`src/rtl/vdft_pkg.sv`:
```
// Shared types and constants of the video DMA frame timer.
// Used by vdft_step and video_dma_frame_timer; depends on nothing else.
package vdft_pkg;

   localparam int OP_W     = 2;
   localparam int CYC_W    = 6;
   localparam int BUDGET_W = 16;
   localparam int LINE_W   = 9;
   localparam int ROW_W    = 7;
   localparam int WIDE_W   = 18;

   localparam logic [OP_W-1:0] OP_ADVANCE = 2'd0;
   localparam logic [OP_W-1:0] OP_START   = 2'd1;
   localparam logic [OP_W-1:0] OP_STOP    = 2'd2;

   typedef enum logic [2:0] {
      PH_OFF,
      PH_ARMED,
      PH_PRE,
      PH_FETCH,
      PH_BLANK_A,
      PH_BLANK_B
   } phase_type;

   typedef struct packed {
      phase_type                   phase;
      logic signed [BUDGET_W-1:0]  budget;
      logic [LINE_W-1:0]           line;
      logic                        dma;
   } timer_state_type;

   typedef struct packed {
      logic              irq;
      logic              fetch;
      logic [ROW_W-1:0]  row;
      logic              dma;
   } step_result_type;

   // Clamp a widened budget value back into the signed 16-bit range.
   function automatic logic signed [BUDGET_W-1:0] sat_budget(
      input logic signed [WIDE_W-1:0] v);
      logic signed [BUDGET_W-1:0] r;
      if (v < -18'sd32768) begin
         r = 16'sh8000;
      end else if (v > 18'sd32767) begin
         r = 16'sh7fff;
      end else begin
         r = v[BUDGET_W-1:0];
      end
      return r;
   endfunction

   function automatic logic signed [WIDE_W-1:0] widen(
      input logic signed [BUDGET_W-1:0] b);
      return $signed({{(WIDE_W-BUDGET_W){b[BUDGET_W-1]}}, b});
   endfunction

endpackage

```
`src/rtl/vdft_step.sv`:
```
// Next-state and result logic of the frame timer for one request.
// Purely combinational; depends on vdft_pkg.
module vdft_step #(
   parameter int COLUMN_CYCLES = 14,
   parameter int DISPLAY_ROWS  = 128,
   parameter int FRAME_LINES   = 256,
   parameter int FETCH_CYCLES  = 8
) (
   input  logic [vdft_pkg::OP_W-1:0]  op,
   input  logic [vdft_pkg::CYC_W-1:0] cycles,
   input  vdft_pkg::timer_state_type  cur,
   output vdft_pkg::timer_state_type  nxt,
   output vdft_pkg::step_result_type  res
);
   import vdft_pkg::*;

   localparam logic signed [WIDE_W-1:0] COL_ADD   = WIDE_W'(COLUMN_CYCLES);
   localparam logic signed [WIDE_W-1:0] FETCH_ADD = WIDE_W'(COLUMN_CYCLES - FETCH_CYCLES);
   localparam logic signed [WIDE_W-1:0] BLANK_ADD = WIDE_W'(2 * COLUMN_CYCLES);
   localparam logic [LINE_W-1:0]        DISP_END  = LINE_W'(DISPLAY_ROWS);
   localparam logic [LINE_W-1:0]        FRAME_END = LINE_W'(FRAME_LINES);

   logic signed [WIDE_W-1:0]   cyc_wide;
   logic signed [BUDGET_W-1:0] arm_budget;
   logic signed [BUDGET_W-1:0] spent;
   logic signed [BUDGET_W-1:0] spent_col;
   logic signed [BUDGET_W-1:0] spent_fetch;
   logic signed [BUDGET_W-1:0] spent_blank;
   logic [LINE_W-1:0]          line_inc;

   always_comb begin
      cyc_wide    = $signed({{(WIDE_W-CYC_W){1'b0}}, cycles});
      arm_budget  = sat_budget(COL_ADD - cyc_wide);
      spent       = sat_budget(widen(cur.budget) - cyc_wide);
      spent_col   = sat_budget(widen(spent) + COL_ADD);
      spent_fetch = sat_budget(widen(spent) + FETCH_ADD);
      spent_blank = sat_budget(widen(spent_fetch) + BLANK_ADD);
      line_inc    = cur.line + LINE_W'(1);
   end

   always_comb begin
      nxt = cur;
      res = '0;
      case (op)
         OP_START: begin
            nxt.phase = PH_ARMED;
         end
         OP_STOP: begin
            nxt.phase = PH_OFF;
         end
         OP_ADVANCE: begin
            case (cur.phase)
               PH_ARMED: begin
                  nxt.budget = arm_budget;
                  nxt.phase  = PH_PRE;
                  nxt.dma    = 1'b1;
                  res.irq    = 1'b1;
               end
               PH_PRE: begin
                  nxt.budget = spent;
                  if (spent[BUDGET_W-1]) begin
                     nxt.line   = '0;
                     nxt.phase  = PH_FETCH;
                     nxt.budget = spent_col;
                  end
               end
               PH_FETCH: begin
                  nxt.budget = spent;
                  if (spent[BUDGET_W-1]) begin
                     res.fetch  = 1'b1;
                     res.row    = cur.line[ROW_W-1:0];
                     nxt.budget = spent_fetch;
                     nxt.line   = line_inc;
                     // last display row done: drop DMA and add the blanking lead-in
                     if (line_inc >= DISP_END) begin
                        nxt.dma    = 1'b0;
                        nxt.budget = spent_blank;
                        nxt.phase  = PH_BLANK_A;
                     end
                  end
               end
               PH_BLANK_A, PH_BLANK_B: begin
                  nxt.budget = spent;
                  if (spent[BUDGET_W-1]) begin
                     nxt.dma    = (cur.phase == PH_BLANK_A);
                     nxt.budget = spent_col;
                     nxt.phase  = (cur.phase == PH_BLANK_A) ? PH_BLANK_B : PH_BLANK_A;
                     nxt.line   = line_inc;
                     if (line_inc >= FRAME_END) begin
                        nxt.phase = PH_ARMED;
                     end
                  end
               end
               default: begin
               end
            endcase
         end
         default: begin
         end
      endcase
      res.dma = nxt.dma;
   end

endmodule

```
`src/rtl/video_dma_frame_timer.sv`:
```
// Top level of the video DMA frame timer: request register, state, response register.
// Depends on vdft_pkg and vdft_step.
//
//   channel | dir | handshake            | payload
//   --------+-----+----------------------+------------------------------------------
//   req     | in  | req_valid/req_stall  | req_op, req_cycles
//   rsp     | out | rsp_valid/rsp_stall  | rsp_irq_pulse, rsp_row_fetch,
//           |     |                      | rsp_fetch_row, rsp_dma_active, rsp_vsync
//
// One request per clock sustained while rsp_stall stays low; each accepted request passes
// through the request register, then the state update into the response register.
// Reset clears the phase to off, the budget and line counter to zero and DMA low.
// A stalled response holds the pipeline; req_stall rises only while the request
// register is full and the response register cannot drain.
module video_dma_frame_timer #(
   parameter int COLUMN_CYCLES = 14,
   parameter int DISPLAY_ROWS  = 128,
   parameter int FRAME_LINES   = 256,
   parameter int FETCH_CYCLES  = 8
) (
   input  logic                         clock,
   input  logic                         reset,
   input  logic                         req_valid,
   output logic                         req_stall,
   input  logic [vdft_pkg::OP_W-1:0]    req_op,
   input  logic [vdft_pkg::CYC_W-1:0]   req_cycles,
   output logic                         rsp_valid,
   input  logic                         rsp_stall,
   output logic                         rsp_irq_pulse,
   output logic                         rsp_row_fetch,
   output logic [vdft_pkg::ROW_W-1:0]   rsp_fetch_row,
   output logic                         rsp_dma_active,
   output logic                         rsp_vsync
);
   import vdft_pkg::*;

   logic              in_valid_ff;
   logic [OP_W-1:0]   in_op_ff;
   logic [CYC_W-1:0]  in_cycles_ff;
   timer_state_type   state_ff;
   timer_state_type   state_in;
   step_result_type   result_in;
   step_result_type   result_ff;
   logic              rsp_valid_ff;
   logic              out_ready;
   logic              advance;

   assign out_ready = !rsp_valid_ff || !rsp_stall;
   assign advance   = in_valid_ff && out_ready;
   assign req_stall = in_valid_ff && !out_ready;

   vdft_step #(
      .COLUMN_CYCLES(COLUMN_CYCLES),
      .DISPLAY_ROWS (DISPLAY_ROWS),
      .FRAME_LINES  (FRAME_LINES),
      .FETCH_CYCLES (FETCH_CYCLES)
   ) u_step (
      .op    (in_op_ff),
      .cycles(in_cycles_ff),
      .cur   (state_ff),
      .nxt   (state_in),
      .res   (result_in)
   );

   always_ff @(posedge clock) begin
      if (reset) begin
         in_valid_ff  <= 1'b0;
         rsp_valid_ff <= 1'b0;
         state_ff     <= '{phase: PH_OFF, budget: '0, line: '0, dma: 1'b0};
      end else begin
         if (!req_stall) begin
            in_valid_ff <= req_valid;
         end
         if (out_ready) begin
            rsp_valid_ff <= advance;
         end
         if (advance) begin
            state_ff <= state_in;
         end
      end
   end

   // payload registers: load on accept, hold otherwise
   always_ff @(posedge clock) begin
      if (req_valid && !req_stall) begin
         in_op_ff     <= req_op;
         in_cycles_ff <= req_cycles;
      end
      if (advance) begin
         result_ff <= result_in;
      end
   end

   assign rsp_valid      = rsp_valid_ff;
   assign rsp_irq_pulse  = result_ff.irq;
   assign rsp_row_fetch  = result_ff.fetch;
   assign rsp_fetch_row  = result_ff.row;
   assign rsp_dma_active = result_ff.dma;
   assign rsp_vsync      = !result_ff.dma;

   a_fetch_no_irq: assert property (@(posedge clock) disable iff (reset)
      rsp_valid && rsp_row_fetch |-> !rsp_irq_pulse)
      else $error("row fetch and frame interrupt in the same response");

   a_stop_turns_off: assert property (@(posedge clock) disable iff (reset)
      advance && in_op_ff == OP_STOP |=> state_ff.phase == PH_OFF)
      else $error("stop request did not turn the sequencer off");

   a_dma_while_display: assert property (@(posedge clock) disable iff (reset)
      state_ff.phase == PH_PRE || state_ff.phase == PH_FETCH |-> state_ff.dma)
      else $error("DMA low during pre-display or fetch");

   a_fetch_line_bound: assert property (@(posedge clock) disable iff (reset)
      state_ff.phase == PH_FETCH |-> state_ff.line < LINE_W'(DISPLAY_ROWS))
      else $error("line counter past the display rows while fetching");

endmodule

```
`config.mk`:
```
export PLATFORM = sky130hd
export DESIGN_NAME = video_dma_frame_timer
export DESIGN_NICKNAME = d
export VERILOG_FILES = /design/src/rtl/vdft_pkg.sv /design/src/rtl/vdft_step.sv /design/src/rtl/video_dma_frame_timer.sv
export SDC_FILE = /design/constraint.sdc
export NUM_CORES = 1
export LEC_CHECK = 0
export BUFFER_PORTS_ARGS = -buffer_cell sky130_fd_sc_hd__buf_2
export CORE_MARGIN = 5
export CORE_UTILIZATION = 27
export DETAILED_ROUTE_END_ITERATION = 10
export HOLD_SLACK_MARGIN = 0.05
export MAX_ROUTING_LAYER = met4
export PLACE_DENSITY_LB_ADDON = 0.05
export SLEW_MARGIN = 20
export SYNTH_ARGS = -nofsm -noshare
export SYNTH_HDL_FRONTEND = slang
export SYNTH_SLANG_ARGS = --single-unit
```
`constraint.sdc`:
```
create_clock -name clock -period 6.35 [get_ports clock]
set_input_delay 1.27 -clock clock [delete_from_list [all_inputs] [get_ports clock]]
set_output_delay 1.27 -clock clock [all_outputs]
set_load 0.005 [all_outputs]
```
After elaboration in Yosys (flattened, before gate mapping)
Cells that the tools add are included. W data, S select, Z words.

$add $sub $neg: 6. Magnitude comparators: 12. Eq/ne operators: 15. Mux-type cells: 24. Reductions and logical operators: 19.

Operators with widths (number): $mux W16 (10); $gt A18 B16 Y1 const B (5); $lt A18 B16 Y1 const B (5); $pmux W19 S4 (1); $mux W29 (2); $mux W28 (1); $pmux W9 S3 (1); $mux W19 (1); $add A16 B4 Y17 const B (1); $add A16 B5 Y17 const B (1); $add A16 B6 Y17 const B (1); $sub A16 B7 Y17 (1); $ne A3 B2 Y1 const B (4); $add A9 B1 Y9 const B (1); $ge A9 B8 Y1 const B (1); $ge A9 B9 Y1 const B (1); $pmux W3 S3 (1); $mux W8 (1); $reduce_and A7 Y1 (1); $sub A4 B6 Y7 const A (1); $eq A3 B2 Y1 const B (2); $eq A3 B3 Y1 const B (2); $ne A2 B1 Y1 const B (3); $reduce_and A3 Y1 (2); other kinds (16) (26).

Register bits: 49. Output and inout port bits: 13. Word-level logic and storage cells: 88.

Logic depth before layout (Yosys ltp)
Word-level depth: 16. Mapped depth: 27. Mapped depth without buffers: 23.

Modules after synthesis
A second synthesis with hierarchy kept.

Cell total of the unflattened synthesis: 778. Area total of the unflattened synthesis: 5834.3 um2.

By module, submodules not included: vdft_step (times used 1, cells each 624, area an instance 3900.0 um2, sequential area each 0.0 um2); video_dma_frame_timer (times used 1, cells each 154, area an instance 1934.4 um2, sequential area each 1161.1 um2).

Worst setup path before layout
Ideal clock, no wire load.

Kind: flip-flop to flip-flop. Start: register in_cycles_ff[0]. End: register state_ff[16] in the netlist's numbering. Setup time: 95 ps. Arrival time: 5183 ps. Data required time: 6255 ps. Setup slack: 1072 ps. Stages on the path, launching flop included: 23. Buffers on the path: 0. Period minus slack after synthesis: 5278 ps. Cell sequence: edfxtp_1 > ha_1 > fa_1 > nand2b_1 > a21bo_2 > nand3_1 > nor2_1 > a21oi_1 > nand2_1 > ha_1 > nor2_1 > nand4_4 > nor4_2 > a21oi_4 > nand2_1 > o31ai_1 > ha_1 > a21boi_0 > o31ai_1 > nand3b_1 > a31oi_4 > o221ai_1 > a221oi_1.

Cells in the longest elaborated chain, start to end: 15.

RTL lines: start: declaration (RTL line video_dma_frame_timer.sv:39) `logic [CYC_W-1:0] in_cycles_ff;`; start signal: assignment (RTL line video_dma_frame_timer.sv:87) `in_cycles_ff <= req_cycles;`; $sub A16 B7 Y17 (RTL line vdft_step.sv:34) `spent = sat_budget(widen(cur.budget) - cyc_wide);`; $gt A18 B16 Y1 (RTL line vdft_pkg.sv:45) `end else if (v > 18'sd32767) begin`; $mux W16 (RTL line vdft_pkg.sv:45); $mux W16 (RTL line vdft_pkg.sv:43) `if (v < -18'sd32768) begin`; $add A16 B4 Y17 (RTL line vdft_step.sv:36) `spent_fetch = sat_budget(widen(spent) + FETCH_ADD);`; $gt A18 B16 Y1 (RTL line vdft_pkg.sv:45); $mux W16 (RTL line vdft_pkg.sv:45); $mux W16 (RTL line vdft_pkg.sv:43); $add A16 B6 Y17 (RTL line vdft_step.sv:37) `spent_blank = sat_budget(widen(spent_fetch) + BLANK_ADD);`; $gt A18 B16 Y1 (RTL line vdft_pkg.sv:45); $mux W16 (RTL line vdft_pkg.sv:45); $mux W16 (RTL line vdft_pkg.sv:43); $mux W19 (RTL line vdft_step.sv:75) `if (line_inc >= DISP_END) begin`; $mux W29 (RTL line vdft_step.sv:69) `if (spent[BUDGET_W-1]) begin`; $pmux W19 S4 * (RTL line vdft_step.sv:52) `case (cur.phase)`; end signal: assignment (RTL line video_dma_frame_timer.sv:69) `state_ff <= '{phase: PH_OFF, budget: '0, line: '0, dma: 1'b0};`; end signal: assignment (RTL line video_dma_frame_timer.sv:78) `state_ff <= state_in;`; end: declaration (RTL line video_dma_frame_timer.sv:40) `timer_state_type state_ff;`.

Every way passes the cells marked *; elsewhere a longest branch is shown, timed or not. The select of a mux whose other input is x is not followed. A chain may end at the register's enable or synchronous reset.

Worst setup path after layout
Start: register in_cycles_ff[0]. End: register state_ff[21] in the netlist's numbering.

Same word-level chain as after synthesis.

==> summary.md <==
| Metric | Value |
|---|---|
| Combinational share of power | 40.7% |
| Worst hold margin | a little under 0.5 ns |
| Placer congestion estimate | 0.940 |
| CTS root buffer | clkbuf_16 |
| DRC violations left | 0 |
| Area Overhead vs Synth | 11.0% |
| Leading cell type in the layout, fill and taps excluded | nand2_1 |
| Number of synthesized flops with an enable pin | 18 |
| Post-DRT Antenna Nets | 0 |
| Clock buffer depth | 2 |
| Clk Latency, worst-skew pair | 0.29 ns |
| CP endpoint | state_ff[21] |
| Worst Clk Skew | about 0.0096 ns |
| Die W | between 100 and 150 um |
| Hold Path Class | flop to flop |
| Final-stage net count | about 710 |
| Compound-Gate Fraction of Synth Area | 30.3% |
| # port buffers | 24 |
| Commonest non-fill, non-tap cells in the layout | 72 x nand2_1, 69 x nor2_1, 51 x o21ai_0 |
| Xor/xnor share of the synthesized area | ~7.8% |
| Fmax | between 150 and 200 MHz |
| Initial DRC Count | between 600 and 700 |
| Synth Area in Simple Gates | between 20% and 30% |
| Largest net degree at the start of global routing | 30 |
| Die height | between 100 and 150 um |
| Count of pins over their slew limit | 0 |
| Synthesized net count | between 600 and 700 |
| Initial core utilization | 27.5% |
| Mux cell area share after synthesis | under 10% |
| Seq/Total Area, Yosys | about 22% |
| Synth Register Bits | 49 |
| H-tree levels | 2 |
| Reg2Reg Capture Point | state_ff[21] |
| Clock sink total | between 40 and 50 |
| Crit. End Element | flop |
| Top cell type's share of synthesized area | roughly an eighth |
| Internal power | just under 700 uW |
| Clk pwr share | ~28% |
| Synth cell types | roughly 110 |
| Post-Synthesis Cell Area | 5170 um2 |
| Total grt overflow | 0 |
| Mapped Avg Cell Area | ~8 um2 |
| Post-DP HPWL | ~16000 um |
| R2R depth | 23 |
| Post-synth ARST share | 0% |
| Worst Slack Setup Final | between 0.5 and 0.6 ns |
| Net load switching power | between 400 and 500 uW |
| Num CTS Buffers | 5 |
| Post-synth top flop | dfxtp_1 |
| Gr usage total | around a fifth |
| Total Wirelength | between 20000 and 25000 um |
| Maxcap violations | 0 |
| Initial antenna violation count | 1 |
| Arrival time worst endpoint | ~6 ns |
| Leak Pwr | ~2.1 nW |
| Number of global-route vias before repair | around 5.2k |
| Syn Inst Count | about 670 |
| Fin crit share | a little over 90% |
| Worst Path Required | 6.54 ns |
| Clock transition at path regs | 0.07 ns |
| Synth warnings | 0 |
| WL/cell | approximately 22 um |
| Status | complete, no violations |
| Core ar. | approximately 19000 um2 |
| Sw Ratio | between 30% and 40% |
| IO Pins | 25 |
| CP Launch Type | flop |
| Pre-antenna DRT Iters | 5 |
| PD cells | around 190 nW/um2 |
| Std-Cell Rows | 50 |
| R2r startpoint | in_cycles_ff[0] |
| Layout cells sized above 1 | 17.7% |
| RSZ-0062 raised after global routing | no |
| Post-layout min period | around 5.8 ns |
| Synth Area in Adders | roughly 3.3% |
| WS Path Type | flop to flop |
| Worst-path fanout max | 20 |
| Max-Slew Margin vs Limit | 38.7% |
| Largest family of logic cells by synthesized area | compound AO/OA/AOI/OAI gates |
| Vias per cell | between 5 and 6 |
| Setup WS pre-CTS | between 0.3 and 0.4 ns |
| Crit path from | in_cycles_ff[0] |
| Final setup violation count | 0 |
| Vias | roughly 5.3k |
| Reg power frac | about 31% |
| Worst slew pin tran | roughly 0.9 ns |
| Worst R2R Setup Slack | approximately 0.52 ns |
| CTS tree | built |
| Maximum vdd drop | between 0.15 and 0.2 mV |
| First-pass GRT wire length | around 31000 um |
| Top cells by area, synth | dfxtp_1 12%, edfxtp_1 10%, nand2_1 5.2% |
| Top cell type by total area after synthesis | dfxtp_1 |
| Post-Route Setup TNS | 0 ns |
| Endpoints failing hold | 0 |
| Die area | between 20000 and 25000 um2 |
==> synth_stat cells, types with 8 or more instances <==
cell      instances
nand3_1          27
xor2_1           18
o21ai_0          51
nand2b_1          8
nor3_1           21
a21oi_1          47
nand4_1          10
a31oi_1           8
ha_1             12
and3_1           13
xnor2_1          26
or3_1            10
dfxtp_1          31
edfxtp_1         18
inv_1            16
nor2_1           70
nand2_1          72
clkbuf_1         13
==> through the flow <==
stage          area (um2)  total power, mW  utilization [%]  std cells
5_1_grt              5740             1.15             30.6        923
3_3_place_gp         5540            0.785             29.5        913
2_1_floorplan        5170            0.651                -        665
3_5_place_dp         5540            0.776             29.5        913
4_1_cts              5710             1.09             30.4        921
6_report             5740             1.10             30.6        923
==> power by group through the flow <==
stage	Sequential [mW]	Clock [mW]	Combinational [mW]
after floorplan	0.345	0	0.305
after global placement	0.347	0	0.437
after detailed placement	0.347	0	0.429
after CTS	0.340	0.318	0.433
after global routing	0.341	0.331	0.481
final	0.340	0.310	0.447
==> cell type report <==
cell class	count	area (um2)
multi-input combinational	569	3770
timing repair buffer	46	285
clock inverter	3	43.8
sequential	49	1160
clock buffer	5	125
fill	2066	13000
tap	234	293
antenna	1	2.50
inverter	16	60.1
==> registers in the layout, indices dropped and copies added (netlist names) <==
signal and cells:
rsp_valid 1, in_op_ff 2, state_ff 29, rsp_irq_pulse 1, in_valid_ff 1, rsp_row_fetch 1, in_cycles_ff 6, rsp_dma_active 1
rsp_fetch_row 7
==> worst min path at each step <==
stage	depth (start not counted)	to	slack, ns	startpoint
detailed placement	2	rsp_valid	0.49	in_valid_ff
global placement	2	rsp_valid	0.46	in_valid_ff
floorplan	2	rsp_valid	0.44	in_valid_ff
global route	2	state_ff[9]	0.53	state_ff[9]
finish	2	rsp_valid	0.50	in_valid_ff
CTS	2	state_ff[14]	0.51	state_ff[14]
==> kinds of logic (layout without fill, tap and decap cells) <==
| family | Yosys count | in the layout |
|---|---|---|
| AO/OA/AOI/OAI | 215 | 215 |
| XOR/XNOR | 45 | 45 |
| adder cells (fa/ha/maj) | 13 | 13 |
| buffers and inverters | 47 | 70 |
| flip-flops | 49 | 49 |
| multiplexers | 7 | 7 |
| other | 0 | 1 |
| AND/OR/NAND/NOR | 289 | 289 |
==> metal layers <==
metal | up-vias | wire, um | GRT usage [%]
li1 | 2528 | - | -
met4 | 0 | 318 | 4.34
met5 | - | 0 | -
met3 | 14 | 1210 | 2.13
met2 | 187 | 9370 | 30.2
met1 | 2574 | 9290 | 25.6
==> worst max-delay path, stage by stage (launching register included) <==
cell and delay, ns:
edfxtp_1 0.47, ha_1 0.25, fa_1 0.39, nand2b_1 0.19
a21bo_2 0.23, nand3_1 0.19, nor2_1 0.10, a21oi_1 0.26
nand2_1 0.15, ha_1 0.28, nor2_2 0.21, nand4_4 0.16
or3_4 0.54, nand2_1 0.20, nand2_1 0.15, nor2_1 0.24
ha_1 0.26, a21boi_0 0.21, o31ai_1 0.12, buf_4 0.18
nand3_1 0.08, o21ai_2 0.16, or4_1 0.57, o221a_2 0.14
==> timing repair <==
action / in CTS / in global routing
buffers inserted: 0 / 1
resized for setup: 0 / 5
hold endpoints to repair: 0 / 0
endpoints found under the setup margin: 0 / 11
hold buffers: 0 / 0
Power figures use the tool's default switching activity.
